[config.mk]
export PLATFORM = sky130hd
export DESIGN_NAME = tea_out_buf_flat
export DESIGN_NICKNAME = d
export VERILOG_FILES = /design/src/hdl/tea_pkg.sv /design/src/hdl/tea_out_if.sv /design/src/hdl/tea_out_buf.sv /design/src/flat_wrapper.sv
export SDC_FILE = /design/constraint.sdc
export NUM_CORES = 1
export LEC_CHECK = 0
export ABC_CLOCK_PERIOD_IN_PS = 11400
export BUFFER_PORTS_ARGS = -buffer_cell sky130_fd_sc_hd__buf_4
export CORE_ASPECT_RATIO = 0.75
export CORE_UTILIZATION = 55
export CTS_CLUSTER_SIZE = 25
export DETAILED_ROUTE_END_ITERATION = 12
export GPL_ROUTABILITY_DRIVEN = 0
export PLACE_DENSITY = 0.91
export RECOVER_POWER = 50
export SYNTH_ARGS = -nofsm -noshare
export SYNTH_HDL_FRONTEND = slang
export SYNTH_SLANG_ARGS = --single-unit
export TNS_END_PERCENT = 5
[constraint.sdc]
create_clock -name clk -period 11.4 [get_ports clk]
set_input_delay 1.14 -clock clk [delete_from_list [all_inputs] [get_ports clk]]
set_output_delay 1.14 -clock clk [all_outputs]
set_load 0.1 [all_outputs]
[src/hdl/tea_pkg.sv]
package tea_pkg;

	localparam int unsigned ROUND_COUNT_DEF = 32;
	localparam logic [31:0] TEA_DELTA = 32'h9E37_79B9;
	localparam int unsigned SHIFT_L = 4;
	localparam int unsigned SHIFT_R = 5;

	localparam int unsigned CFG_IDX_W = 3;
	localparam logic [CFG_IDX_W-1:0] REG_KEY_0 = 3'd0;
	localparam logic [CFG_IDX_W-1:0] REG_KEY_1 = 3'd1;
	localparam logic [CFG_IDX_W-1:0] REG_KEY_2 = 3'd2;
	localparam logic [CFG_IDX_W-1:0] REG_KEY_3 = 3'd3;
	localparam logic [CFG_IDX_W-1:0] REG_DECRYPT = 3'd4;

	typedef struct packed {
		logic [31:0] k0;
		logic [31:0] k1;
		logic [31:0] k2;
		logic [31:0] k3;
	} tea_key_t;

	typedef struct packed {
		logic [31:0] hi;
		logic [31:0] lo;
	} tea_blk_t;

	typedef struct packed {
		logic out_full;
		logic skid_full;
	} tea_buf_stat_t;

	// delta times a round number, modulo 2^32
	function automatic logic [31:0] sum_const(input int unsigned mult);
		logic [63:0] p;
		p = 64'(TEA_DELTA) * 64'(mult);
		return p[31:0];
	endfunction

endpackage

[src/hdl/tea_out_if.sv]
interface tea_out_if;
	logic        valid;
	logic        ready;
	logic [31:0] out_high;
	logic [31:0] out_low;

	modport source (output valid, output out_high, output out_low, input ready);
	modport sink (input valid, input out_high, input out_low, output ready);
endinterface

[src/hdl/tea_out_buf.sv]
module tea_out_buf import tea_pkg::*; (
	input  logic          clk,
	input  logic          arst_n,
	input  logic          v_last,
	input  tea_blk_t      d_last,
	output tea_buf_stat_t stat,
	tea_out_if.source     blk_out
);

	logic     out_v_q, skid_v_q;
	tea_blk_t out_d_q, skid_d_q;
	logic     take, incoming, load_from_skid, load_out, load_skid;

	always_comb begin
		take           = out_v_q & blk_out.ready;
		incoming       = ~skid_v_q & v_last;
		load_from_skid = skid_v_q & take;
		load_out       = incoming & (~out_v_q | take);
		load_skid      = incoming & out_v_q & ~take;
	end

	always_ff @(posedge clk or negedge arst_n) begin
		if (!arst_n) begin
			out_v_q  <= 1'b0;
			skid_v_q <= 1'b0;
		end else begin
			if (load_from_skid || load_out) begin
				out_v_q <= 1'b1;
			end else if (take) begin
				out_v_q <= 1'b0;
			end
			if (load_skid) begin
				skid_v_q <= 1'b1;
			end else if (load_from_skid) begin
				skid_v_q <= 1'b0;
			end
		end
	end

	always_ff @(posedge clk) begin
		if (load_from_skid) begin
			out_d_q <= skid_d_q;
		end else if (load_out) begin
			out_d_q <= d_last;
		end
		if (load_skid) begin
			skid_d_q <= d_last;
		end
	end

	assign blk_out.valid    = out_v_q;
	assign blk_out.out_high = out_d_q.hi;
	assign blk_out.out_low  = out_d_q.lo;
	assign stat.out_full    = out_v_q;
	assign stat.skid_full   = skid_v_q;

endmodule

[src/flat_wrapper.sv]
// flat-port wrapper written by rule: the top's interface ports become plain ports
module tea_out_buf_flat import tea_pkg::*;
  (clk, arst_n, v_last, d_last, stat, blk_out_valid, blk_out_out_high, blk_out_out_low, blk_out_ready);
  tea_out_if blk_out_i ();
  input  logic clk;
  input  logic arst_n;
  input  logic v_last;
  input  tea_blk_t d_last;
  output tea_buf_stat_t stat;
  output wire logic [$bits(blk_out_i.valid)-1:0] blk_out_valid;
  output wire logic [$bits(blk_out_i.out_high)-1:0] blk_out_out_high;
  output wire logic [$bits(blk_out_i.out_low)-1:0] blk_out_out_low;
  input wire logic [$bits(blk_out_i.ready)-1:0] blk_out_ready;
  assign blk_out_valid = blk_out_i.valid;
  assign blk_out_out_high = blk_out_i.out_high;
  assign blk_out_out_low = blk_out_i.out_low;
  assign blk_out_i.ready = blk_out_ready;
  tea_out_buf u_core (.clk(clk), .arst_n(arst_n), .v_last(v_last), .d_last(d_last), .stat(stat), .blk_out(blk_out_i));
endmodule
==> results.txt <==
drc violations = 0
final cycle utilization of the critical path = 36.92%
Synth Area in Simple Gates = 0.8086%
Synthesized Nets = 280
IO Count = 135
Post-Route Skew = 0.005945 ns
max cap viols = 2
Core Box Area = 8454 µm²
grt ovf = 0
largest net degree at the start of global routing = 65
Ant. Diodes = 0
mux cell area share after synthesis = 15.41%
GRT Util Overall = 20.27%
Starting Density = 56.74%
main area contributors after synthesis = edfxtp_1, mux2_2, clkbuf_8
Final HPWL DP = 5461 µm
total negative slack = 0 ns
FFs w/ async S/R, synth = 1.538%
status = finished, violations left
most frequent cell after synthesis = edfxtp_1
Die X = 109.8 µm
Synth Area in XOR/XNOR = 0%
post-synthesis adder-cell area fraction = 0%
Ys Warns = 0
drt pass-1 iters = 6
synthesis-to-finish area growth = 24.83%
CP startpoint kind = primary input
Worst EP arrival = 4.13 ns
worst slew pin tran = 3.612 ns
main combinational cell family by area after synthesis = multiplexers
unique cell type count in the Yosys netlist = 15
Synth top area share = 80.13%
vias per cell = 5.178
Crit Path Class = primary input to register
CTS Buf Count = 17
Worst setup EP type = register
post-route antenna net violation count = 0
WL per Instance = 18.22 µm
final-report setup violation count = 0
top_reg_cell synth = edfxtp_1
antenna violations before repair = 0
Required @ worst endpoint = 11.32 ns
Detailed Route Iter0 Violations = 122
post-synthesis compound-gate area fraction = 0.4956%
die area = 9104 µm²
vias in the first global route = 2594
hold buffers post-CTS = 0
synthesized flop and latch total = 130
relative slew slack = -140.8%
via count = 2470
f_max = 0.2376 GHz
Die H = 82.88 µm
Period minus WS final = 4.209 ns
CTS tree = yes
drt total wl = 8693 µm
first-pass GRT wire length = 13300 µm
post-synthesis cell count = 212
failing checks = capacitance limit, slew limit
max-slew violations = 130
clock-pin slew on the worst setup and hold paths = 0.05 ns
min-delay worst type = primary input to asynchronous set/reset pin
RSZ-0062 raised after global routing = no
clk sinks = 130
Crit Path Max Fanout = 64
clock buffer depth = 2
Worst R2R Path Depth = 3
Synth area leader = edfxtp_1
EDFF count, synth = 128
root buf cell = clkbuf_16
# resized after CTS = 0
synthesized cell area = 4797 µm²
post-synthesis sequential area ratio = 81.17%
H-tree Lvls = 4
share of cells above drive strength 1 = 34.42%
Post-synth top cells = edfxtp_1, mux2_2, clkbuf_8, mux2_4
Hold Violations, Final = 0
# rows = 29
Net count, final = 427
postcts setup bufs = 0
syn_area_per_cell = 22.63 µm²
worst skew pair latency = 0.40 ns
number of port buffers = 134
[cell type report]
type / count / area [µm²]
sequential: 130 / 3894
fill: 635 / 2466
multi-input combinational: 73 / 819.5
timing repair buffer: 136 / 653.1
clock buffer: 21 / 440.4
tap: 108 / 135.1
clock inverter: 8 / 42.54
inverter: 1 / 3.754
[cell families after synthesis]
family | after synthesis
DFF | 130
muxes | 64
and+or+nand+nor | 5
buffers and inverters | 9
AOI/OAI and AO/OA | 4
[flip-flops by register name, indices dropped and copies added (netlist names)]
register,count
u_core.blk_out.out_high,32
u_core.blk_out.out_low,32
u_core.blk_out.valid,1
u_core.skid_d_q,64
u_core.skid_v_q,1
[layout by cell type (no fill, tap or decap)]
cell,n
a21oi_1,2
a2bb2oi_4,1
buf_4,4
clkbuf_1,102
clkbuf_16,17
clkbuf_4,34
clkinv_1,2
clkinv_2,4
clkinvlp_4,2
dfrtp_1,2
edfxtp_1,128
inv_1,1
mux2_2,59
mux2_4,5
nand2_1,1
nand2b_1,1
nand3_4,1
nor2b_1,1
nor3_1,1
o21ai_0,1
[per-layer routing]
layer,vias to the layer above,share of wire [%],GRT usage [%]
met2,110,48,30.97
met1,1210,41,25.31
met3,11,9.4,8.477
met5,-,0,0
li1,1139,-,-
met4,0,1.2,8.848
[path summary, 6_finish.rpt]
kind	startpoint	endpoint	slack (ns)
worst max-delay path	v_last	u_core.blk_out.out_high[12]$_DFFE_PP_	7.19
worst min-delay path	arst_n	u_core.skid_v_q$_DFFE_PN0P_	0.52
worst max register to register	u_core.skid_v_q$_DFFE_PN0P_	u_core.blk_out.out_high[12]$_DFFE_PP_	7.49
worst min register to register	u_core.skid_d_q[13]$_DFFE_PP_	u_core.blk_out.out_low[13]$_DFFE_PP_	0.54
max in group asynchronous	arst_n	u_core.blk_out.valid$_DFFE_PN0P_	10.75
min in group clk	u_core.skid_d_q[13]$_DFFE_PP_	u_core.blk_out.out_low[13]$_DFFE_PP_	0.54
[through the flow]
step                      hold slack, ns  worst slack [ns]  util (%)  cells  cell area [µm²]
after floorplan                   0.5246             5.218         -    212             4797
after global placement            0.5274             8.586     69.53    448             5878
after detailed placement          0.5361             8.528     69.53    448             5878
after CTS                         0.4990             8.946     75.24    477             6361
after global routing              0.5105             6.831     70.83    477             5988
final                             0.5207             7.191     70.83    477             5988
[worst max-delay path, stage by stage]
cell	delay [ns]
clkbuf_1	0.11
nand2b_1	0.14
a2bb2oi_4	0.15
clkbuf_1	2.53
Power is left out: the tool's default activity adds up to more than one toggle a clock period on the data nets, which glitch-free logic cannot reach.
