### src/hdl/tea_pkg.sv
package tea_pkg;

	localparam int unsigned ROUND_COUNT_DEF = 32;
	localparam logic [31:0] TEA_DELTA = 32'h9E37_79B9;
	localparam int unsigned SHIFT_L = 4;
	localparam int unsigned SHIFT_R = 5;

	localparam int unsigned CFG_IDX_W = 3;
	localparam logic [CFG_IDX_W-1:0] REG_KEY_0 = 3'd0;
	localparam logic [CFG_IDX_W-1:0] REG_KEY_1 = 3'd1;
	localparam logic [CFG_IDX_W-1:0] REG_KEY_2 = 3'd2;
	localparam logic [CFG_IDX_W-1:0] REG_KEY_3 = 3'd3;
	localparam logic [CFG_IDX_W-1:0] REG_DECRYPT = 3'd4;

	typedef struct packed {
		logic [31:0] k0;
		logic [31:0] k1;
		logic [31:0] k2;
		logic [31:0] k3;
	} tea_key_t;

	typedef struct packed {
		logic [31:0] hi;
		logic [31:0] lo;
	} tea_blk_t;

	typedef struct packed {
		logic out_full;
		logic skid_full;
	} tea_buf_stat_t;

	// delta times a round number, modulo 2^32
	function automatic logic [31:0] sum_const(input int unsigned mult);
		logic [63:0] p;
		p = 64'(TEA_DELTA) * 64'(mult);
		return p[31:0];
	endfunction

endpackage

### src/hdl/tea_half_stage.sv
module tea_half_stage import tea_pkg::*; #(
	parameter int unsigned ROUND_COUNT = ROUND_COUNT_DEF,
	parameter int unsigned STAGE_IDX = 0
) (
	input  logic     clk,
	input  logic     arst_n,
	input  logic     adv,
	input  logic     dec,
	input  tea_key_t key,
	input  logic     v_in,
	input  tea_blk_t d_in,
	output logic     v_out,
	output tea_blk_t d_out
);

	localparam int unsigned ROUND = STAGE_IDX / 2;
	localparam logic SECOND = 1'((STAGE_IDX % 2) != 0);
	localparam logic [31:0] SUM_ENC = sum_const(ROUND + 1);
	localparam logic [31:0] SUM_DEC = sum_const(ROUND_COUNT - ROUND);

	logic        v_s1;
	tea_blk_t    blk_s1;
	logic        upd_hi;
	logic [31:0] src, ka, kb, sum, mix, tgt, res;
	tea_blk_t    nxt;

	always_comb begin
		// the high half is updated on the first half-round of encryption
		// and on the second half-round of decryption
		upd_hi = ~SECOND ^ dec;
		src    = upd_hi ? d_in.lo : d_in.hi;
		tgt    = upd_hi ? d_in.hi : d_in.lo;
		ka     = upd_hi ? key.k0 : key.k2;
		kb     = upd_hi ? key.k1 : key.k3;
		sum    = dec ? SUM_DEC : SUM_ENC;
		mix    = ((src << SHIFT_L) + ka) ^ (src + sum) ^ ((src >> SHIFT_R) + kb);
		res    = dec ? (tgt - mix) : (tgt + mix);
		nxt    = d_in;
		if (upd_hi) begin
			nxt.hi = res;
		end else begin
			nxt.lo = res;
		end
	end

	always_ff @(posedge clk or negedge arst_n) begin
		if (!arst_n) begin
			v_s1 <= 1'b0;
		end else if (adv) begin
			v_s1 <= v_in;
		end
	end

	always_ff @(posedge clk) begin
		if (adv) begin
			blk_s1 <= nxt;
		end
	end

	assign v_out = v_s1;
	assign d_out = blk_s1;

endmodule

### config.mk
export PLATFORM = sky130hd
export DESIGN_NAME = tea_half_stage
export DESIGN_NICKNAME = d
export VERILOG_FILES = /design/src/hdl/tea_pkg.sv /design/src/hdl/tea_half_stage.sv
export SDC_FILE = /design/constraint.sdc
export NUM_CORES = 1
export LEC_CHECK = 0
export BUFFER_PORTS_ARGS = -buffer_cell sky130_fd_sc_hd__buf_4
export CORE_MARGIN = 2
export CORE_UTILIZATION = 61
export DETAILED_ROUTE_END_ITERATION = 8
export HOLD_SLACK_MARGIN = 0.05
export PLACE_DENSITY = 0.94
export SLEW_MARGIN = 20
export SYNTH_ARGS = -nofsm -noshare
export SYNTH_HDL_FRONTEND = slang
export SYNTH_SLANG_ARGS = --single-unit
### constraint.sdc
create_clock -name clk -period 1.3 [get_ports clk]
set_input_delay 0.26 -clock clk [delete_from_list [all_inputs] [get_ports clk]]
set_output_delay 0.26 -clock clk [all_outputs]
set_load 0.005 [all_outputs]
==> flow_metrics.py, run 1 <==
metrics = {
    "status": {
        "outcome": "aborted with a tool error",
        "lastStage": "clock tree synthesis (4_1_cts)",
        "toolErrorMsg": "[ERROR DPL-0038] Utilization greater than 100%, impossible to legalize",
    },
    "die": {
        "die_h_um": 139,
        "io_pins": 262,
        "initial_utilization_pct": 62.0,
        "die_w_um": 139,
        "rows": 49,
    },
    "synthesis": {
        "synth.top_cell.area_share_pct": 17.2,
        "synth_edf_count": 64,
        "async_reset_ff_share_pct": 1.54,
        "synth.area.top_cells": "edfxtp_1 (17%), ha_1 (11%), xnor2_1 (10%)",
        "syn_nets": 1627,
        "ys_seq_area_share_pct": 17.5,
        "yosysWarnings": 0,
        "yosysMostFrequentCell": "xnor2_1",
        "synth_top_flop_cell": "edfxtp_1",
        "syn_inst": 1332,
        "syn_area_sq_um": 11100,
        "synth.avg_cell_area_sq_um": 8.37,
        "ys_types": 92,
        "synth_commonest_cells": "xnor2_1 (129), nand2_1 (123), o21ai_0 (101), a21oi_1 (99), ha_1 (95)",
        "synth_top_cell_by_area": "edfxtp_1",
        "ys_ff_latch": 65,
    },
    "placement": {
        "gp_congestion": 1.09,
        "hpwl_mm": 45.6,
        "io_buffers": 261,
        "placed_cell_area_sq_um": 16900,
    },
    "clock_network": {
        "cts-buffers-inserted": 9,
        "post_cts_buffers": 70,
        "clkSinkCount": 65,
        "cts_resized": 392,
        "htreeDepth": 3,
        "cts_root_buffer": "clkbuf_16",
        "ctsHoldBuffers": 1,
        "cts_buffer_depth": 2,
    },
}
==> metrics by stage <==
stage | cells | setup slack [ns] | utilization, % | hold slack [ns]
2_1_floorplan | 1332 | -5.97 | - | -0.0356
3_3_place_gp | 2244 | -5.13 | 94.1 | 0.0351
3_5_place_dp | 2244 | -5.87 | 94.1 | 0.0370
==> cell families after synthesis <==
kind of cell	share of synthesized area, %
compound gates	24.2
simple gates	16.8
xor+xnor	16.5
mux	10.5
fa+ha+maj	11.2
buf+inv	3.35
flops	17.5
==> run 2: changes to the inputs <==
--- a/config.mk
+++ b/config.mk
@@ -7,10 +7,9 @@
 export LEC_CHECK = 0
 export BUFFER_PORTS_ARGS = -buffer_cell sky130_fd_sc_hd__buf_4
 export CORE_MARGIN = 2
-export CORE_UTILIZATION = 61
+export CORE_UTILIZATION = 40
 export DETAILED_ROUTE_END_ITERATION = 8
-export HOLD_SLACK_MARGIN = 0.05
-export PLACE_DENSITY = 0.94
+export PLACE_DENSITY_LB_ADDON = 0.15
 export SLEW_MARGIN = 20
 export SYNTH_ARGS = -nofsm -noshare
 export SYNTH_HDL_FRONTEND = slang
==> flow_metrics.py, run 2 <==
metrics = {
    "hold_path": {
        "hold_path_depth": 2,
        "min_to": "v_out",
        "hp-start": "v_in",
        "hp-class": "in2reg",
    },
    "global_routing": {
        "grt_max_degree": 38,
        "first_global_vias": 12300,
        "grt_overflow": 0,
        "track_usage_pct": 28.7,
        "grt_pass1_wl_mm": 65.9,
        "antenna_found_initial": 0,
    },
    "route": {
        "viasPerCell": 5.31,
        "drtIter0Drc": 1020,
        "met1Wirelength_mm": 22.0,
        "wl_met3_mm": 2.47,
        "vias": 13100,
        "dr_wl_met2_mm": 18.5,
        "drt-wirelength-per-cell_um": 17.6,
        "drtPass1Iterations": 5,
        "wl_mm": 43.6,
        "drtAntennaViolNets": 0,
        "top_layer": "met4",
        "drc": 0,
    },
    "synthesis": {
        "synth.top_cell.area_share_pct": 17.2,
        "ys_seq_area_share_pct": 17.5,
        "syn_inst": 1332,
        "async_reset_ff_share_pct": 1.54,
        "synth.area.top_cells": "edfxtp_1 (17%), ha_1 (11%), xnor2_1 (10%)",
        "yosysWarnings": 0,
        "syn_nets": 1627,
        "syn_area_sq_um": 11100,
        "synth_top_flop_cell": "edfxtp_1",
        "ys_types": 92,
        "synth_commonest_cells": "xnor2_1 (129), nand2_1 (123), o21ai_0 (101), a21oi_1 (99), ha_1 (95)",
        "yosysMostFrequentCell": "xnor2_1",
        "synth.avg_cell_area_sq_um": 8.37,
        "synth_top_cell_by_area": "edfxtp_1",
        "ys_ff_latch": 65,
        "synth_edf_count": 64,
    },
    "flow_run": {
        "maxCapViolCount": 0,
    },
    "setup_path": {
        "r2r_slack_ns": 0.56,
        "rr_endpoint": "v_out",
        "rr_startpoint": "v_out",
        "worst-path-max-fanout": 5,
        "end_kind": "register",
        "crit_required_ns": 1.47,
        "crit_arrival_ns": 6.36,
        "critPathKind": "in2reg",
        "startpoint_type": "input pin",
        "rr_worst_depth": 1,
    },
    "timing": {
        "drv_slew": 0,
        "fin_crit_sh_pct": 477,
        "period_needed_ns": 6.20,
        "setup_viol": 64,
        "slew_headroom_pct": 55.5,
        "timing.fmax_mhz": 161,
        "worst_slack_ns": -4.90,
        "hold_viol_final": 0,
        "fin_worst_skew_ns": 0,
        "rsz0062_at_grt": "true",
        "worst_pin_slew_ns": 0.661,
    },
    "clock_network": {
        "tritoncts": "done",
        "cts_root_buffer": "clkbuf_16",
        "clkSinkCount": 65,
        "clk_latency_ns": 0.32,
        "cts-buffers-inserted": 9,
        "htreeDepth": 3,
        "cts_buffer_depth": 2,
        "cts.reportedPaths.clkPinSlew_ns": 0.05,
    },
    "pwr": {
        "power_leakage_nw": 8.71,
        "powerDensity_nw_per_um2": 1820,
        "ir_drop_mv": 0.848,
    },
    "die": {
        "core-area_sq_um": 27600,
        "rows": 61,
        "die_w_um": 171,
        "io_pins": 262,
        "initial_utilization_pct": 40.3,
        "dieArea_sq_um": 29200,
        "die_h_um": 171,
    },
    "placement": {
        "pre_cts_ws_ns": -5.49,
        "gp_congestion": 0.966,
        "io_buffers": 261,
        "dp.cells": 2429,
        "hpwl_mm": 36.3,
    },
    "final_layout": {
        "area_delta_synth_final_pct": 68.5,
        "drive_gt1_share_pct": 50.5,
        "diodes": 0,
        "largest_reg_flops": 64,
        "final_cell_mix": "buf_4 (778), nand2_1 (115), xnor2_1 (108)",
        "final_common_cell": "buf_4",
        "nets": 2387,
        "final_cells": 2475,
    },
    "status": {
        "violations": "setup timing",
        "outcome": "finished with violations",
    },
}
## run 2: cell counts after synthesis
No cell type changed its count.
## run 2: metrics by stage
| stage | area [sq um] | power (mW) | setup TNS, ns | hold WS, ns | utilization [%] |
|---|---|---|---|---|---|
| 6_report | 18800 | 34.2 | -223.21 | 0.169 | 68.0 |
| 5_1_grt | 18800 | 36.6 | -235.65 | 0.165 | 68.0 |
| 4_1_cts | 18300 | 32.4 | -220.44 | 0.157 | 66.2 |
| 3_5_place_dp | 17300 | 27.8 | -262.80 | 0.0362 | 62.7 |
| 3_3_place_gp | 17300 | 27.5 | -262.40 | 0.0355 | 62.7 |
| 2_1_floorplan | 11400 | 17.1 | -278.66 | -0.0356 | - |
## run 2: cell families after synthesis
kind of cell / Yosys count / share of synthesized area [%]
muxes: 105 / 10.5
adders and majority gates: 98 / 11.2
and+or+nand+nor: 372 / 16.8
AOI/OAI and AO/OA: 414 / 24.2
DFF: 65 / 17.5
xor gates and xnor gates: 188 / 16.5
buffers and inverters: 90 / 3.35
## run 2: worst max-delay path: stages
cell and delay [ns]:
clkbuf_16 0.14, mux2_4 0.33, ha_4 0.17, fa_2 0.37, a21o_1 0.22, a221o_1 0.37, a21o_1 0.19, a21o_1 0.20
xor2_2 0.19, xnor3_2 0.31, nor4b_4 0.39, nand3_2 0.20, buf_6 0.17, o31ai_4 0.18, xnor2_1 0.16, ha_1 0.29
and4_4 0.16, a221o_1 0.32, a41oi_2 0.22, a2111o_1 0.21, a31oi_2 0.10, a221o_1 0.37, xnor3_1 0.20, or4b_1 0.47
a31oi_1 0.16
## run 2: layer usage
layer | up-vias | global-route usage [%]
li1 | 6509 | -
met1 | 6185 | 45.4
met2 | 423 | 42.9
met3 | 28 | 1.94
met4 | 0 | 5.12
met5 | - | 0
## run 2: final cells by class
class,count,area [sq um]
timing repair buffer,799,6180
fill,2364,8850
inverter,40,150
sequential,65,1950
multi-input combinational,1177,9710
clock inverter,3,65.1
tap,378,473
clock buffer,13,250
## run 2: what timing repair did
action / CTS / global route
gates cloned: 2 / 1
setup buffers: 21 / 10
pin swaps: 53 / 42
resized for setup: 103 / 86
hold buffers: 1 / 0
endpoints found under the setup margin: 64 / 64
endpoints found under the hold margin: 1 / 0
## run 2: report_power, final
| group | internal (mW) | switching (mW) |
|---|---|---|
| Sequential | 3.73 | 0.242 |
| Combinational | 14.7 | 13.0 |
| Clock | 1.73 | 0.794 |
## run 2: how the worst max path moves through the flow
stage                      to  slack (ns)  startpoint  cells after the start
floorplan           d_out[63]       -5.97         dec                     34
global placement    d_out[63]       -5.40         dec                     24
detailed placement  d_out[63]       -5.49         dec                     24
CTS                 d_out[63]       -4.87         dec                     25
global route        d_out[63]       -5.12         dec                     30
finish              d_out[63]       -4.90         dec                     25
Power figures use the tool's default switching activity.
==> run 3: changes to the inputs <==
--- a/config.mk
+++ b/config.mk
@@ -5,6 +5,7 @@
 export SDC_FILE = /design/constraint.sdc
 export NUM_CORES = 1
 export LEC_CHECK = 0
+export ABC_AREA = 1
 export BUFFER_PORTS_ARGS = -buffer_cell sky130_fd_sc_hd__buf_4
 export CORE_MARGIN = 2
 export CORE_UTILIZATION = 40
==> constraint.sdc (replaced) <==
create_clock -name clk -period 1.3 [get_ports clk]
set_input_delay 0.325 -clock clk [delete_from_list [all_inputs] [get_ports clk]]
set_output_delay 0.325 -clock clk [all_outputs]
set_load 0.005 [all_outputs]
==> flow_metrics.py, run 3 <==
metrics = {
    "clock_network": {
        "cts_root_buffer": "clkbuf_16",
        "cts_buffer_depth": 2,
        "clkSinkCount": 65,
        "cts-buffers-inserted": 9,
        "clk_latency_ns": 0.34,
        "tritoncts": "done",
        "cts.reportedPaths.clkPinSlew_ns": 0.06,
        "htreeDepth": 3,
    },
    "setup_path": {
        "cp-startpoint": "dec",
        "slowest_delay_ns": 0.65,
        "crit_arrival_ns": 5.34,
        "rr_endpoint": "v_out",
        "rr_worst_depth": 1,
        "path_buf_inv": 10,
        "worst-path-max-fanout": 8,
        "rr_startpoint": "v_out",
        "end_kind": "register",
        "startpoint_type": "input pin",
        "r2r_slack_ns": 0.56,
        "crit_family": "simple AND/OR/NAND/NOR gates",
        "critPathKind": "in2reg",
        "slowest_stage": "fa_2",
        "crit_required_ns": 1.40,
    },
    "synthesis": {
        "syn_area_sq_um": 13300,
        "syn_nets": 2673,
        "ys_seq_area_share_pct": 14.7,
        "yosysWarnings": 0,
        "async_reset_ff_share_pct": 1.54,
        "synth_edf_count": 64,
        "synth_top_flop_cell": "edfxtp_1",
        "ys_ff_latch": 65,
        "synth_commonest_cells": "nand2_1 (973), inv_1 (319), nand3_1 (201), nor2_1 (157), o21ai_0 (120)",
        "syn_inst": 2378,
        "synth.avg_cell_area_sq_um": 5.57,
        "synth.top_cell.area_share_pct": 27.6,
        "yosysMostFrequentCell": "nand2_1",
        "ys_types": 55,
        "synth.area.top_cells": "nand2_1 (28%), edfxtp_1 (15%), inv_1 (9.0%)",
        "synth_top_cell_by_area": "nand2_1",
    },
    "placement": {
        "io_buffers": 261,
        "pre_cts_ws_ns": -4.35,
        "placed_cell_area_sq_um": 19900,
        "gp_congestion": 1.02,
        "hpwl_mm": 51.5,
        "dp.cells": 3590,
    },
    "timing": {
        "hold_viol_final": 0,
        "worst_slack_ns": -3.93,
        "worst_pin_slew_ns": 0.626,
        "finalHoldWorstSlack_ns": 0.216,
        "slew_headroom_pct": 57.8,
        "drv_slew": 0,
        "setup_viol": 64,
        "tns_ns": -208.49,
        "period_needed_ns": 5.23,
        "fin_crit_sh_pct": 403,
        "fin_worst_skew_ns": 0,
        "timing.fmax_mhz": 191,
        "rsz0062_at_grt": "true",
    },
    "route": {
        "drc": 0,
        "wl_mm": 66.4,
        "drtIter0Drc": 1651,
        "drtPass1Iterations": 6,
        "drt-wirelength-per-cell_um": 18.1,
        "viasPerCell": 5.27,
        "drtAntennaViolNets": 0,
        "vias": 19400,
    },
    "hold_path": {
        "hold_path_depth": 2,
        "hp-start": "v_in",
        "min_to": "v_out",
        "hp-class": "in2reg",
    },
    "die": {
        "initial_utilization_pct": 40.6,
        "die_h_um": 186,
        "rows": 66,
        "core-area_sq_um": 32600,
        "dieArea_sq_um": 34600,
        "die_w_um": 186,
        "io_pins": 262,
    },
    "status": {
        "violations": "setup timing",
        "outcome": "finished with violations",
    },
    "pwr": {
        "power.internal_mw": 17.3,
        "ir_drop_mv": 1.13,
        "switching_share_pct": 47.4,
        "power_leakage_nw": 12.5,
        "p_sw_mw": 15.6,
        "seqPwrFrac_pct": 10.4,
        "comb_power_share_pct": 82.8,
        "powerDensity_nw_per_um2": 1450,
        "clockPowerShare_pct": 6.8,
    },
    "final_layout": {
        "final_common_cell": "nand2_1",
        "nets": 3519,
        "stdcell_area_sq_um": 22700,
        "final_cells": 3672,
        "final_cell_mix": "nand2_1 (908), buf_4 (826), inv_1 (305)",
        "area_delta_synth_final_pct": 71.0,
        "num-fill-cells": 2806,
        "regArea_sq_um": 1950,
        "multiInputGateArea_sq_um": 11700,
        "drive_gt1_share_pct": 38.6,
        "largest_reg_flops": 64,
    },
    "global_routing": {
        "met1_usage_pct": 47.9,
        "track_usage_pct": 35.5,
        "grt_pass1_wl_mm": 94.3,
        "antenna_found_initial": 1,
        "met2_usage_pct": 59.8,
        "grt_busiest_layer": "met2",
        "first_global_vias": 17900,
        "grt_max_degree": 32,
        "grt_util_met3_pct": 2.58,
        "grt_overflow": 0,
    },
    "flow_run": {
        "maxCapViolCount": 0,
    },
}
==> run 3: cell families after synthesis <==
| kind of cell | count (synthesis) | synth area share [%] |
|---|---|---|
| xor gates and xnor gates | 95 | 6.44 |
| DFF | 65 | 14.7 |
| adders and majority gates | 98 | 9.42 |
| and+or+nand+nor | 1458 | 46.2 |
| AOI/OAI and AO/OA | 290 | 12.0 |
| buffers and inverters | 369 | 11.0 |
| muxes | 3 | 0.236 |
==> run 3: final cells by class <==
cell class | count | area share, %
Clock inverter | 7 | 0.204
Clock buffer | 9 | 0.994
Multi-Input combinational cell | 1944 | 51.5
Tap cell | 442 | 2.44
Timing Repair Buffer | 873 | 30.6
Inverter | 328 | 5.52
Timing Repair inverter | 3 | 0.116
Antenna cell | 1 | 0.0110
Sequential cell | 65 | 8.59
==> run 3: repair_timing <==
item / CTS / global route
pin swaps: 69 / 75
hold buffers: 1 / 0
setup buffers: 34 / 24
setup endpoints to repair: 64 / 64
hold endpoints to repair: 1 / 0
gates resized for setup: 246 / 167
cloned: 7 / 0
==> run 3: routing by layer <==
metal / wire [um] / up-vias
met2: 30500 / 958
li1: - / 9303
met3: 5160 / 229
met4: 3280 / 0
met5: 0 / -
met1: 27600 / 8874
==> run 3: per-stage QoR <==
step / total power [mW] / utilization (%)
5_1_grt: 34.7 / 69.5
4_1_cts: 28.3 / 66.3
3_5_place_dp: 22.9 / 61.1
3_3_place_gp: 22.6 / 61.1
6_report: 32.9 / 69.5
2_1_floorplan: 13.6 / -
==> run 3: worst max path at each step <==
stage | end | depth (start not counted) | slack (ns)
floorplan | d_out[27] | 36 | -4.08
global placement | d_out[31] | 32 | -4.32
detailed placement | d_out[31] | 32 | -4.35
CTS | d_out[31] | 33 | -3.60
global route | d_out[31] | 37 | -4.08
finish | d_out[31] | 33 | -3.93
==> run 3: power by group through the flow <==
stage | Clock (mW) | Sequential [mW] | Combinational, mW
final | 2.23 | 3.42 | 27.3
after global routing | 2.31 | 3.49 | 29.0
after floorplan | 0 | 3.51 | 10.1
after CTS | 2.21 | 3.41 | 22.7
after detailed placement | 0 | 3.45 | 19.4
after global placement | 0 | 3.41 | 19.1
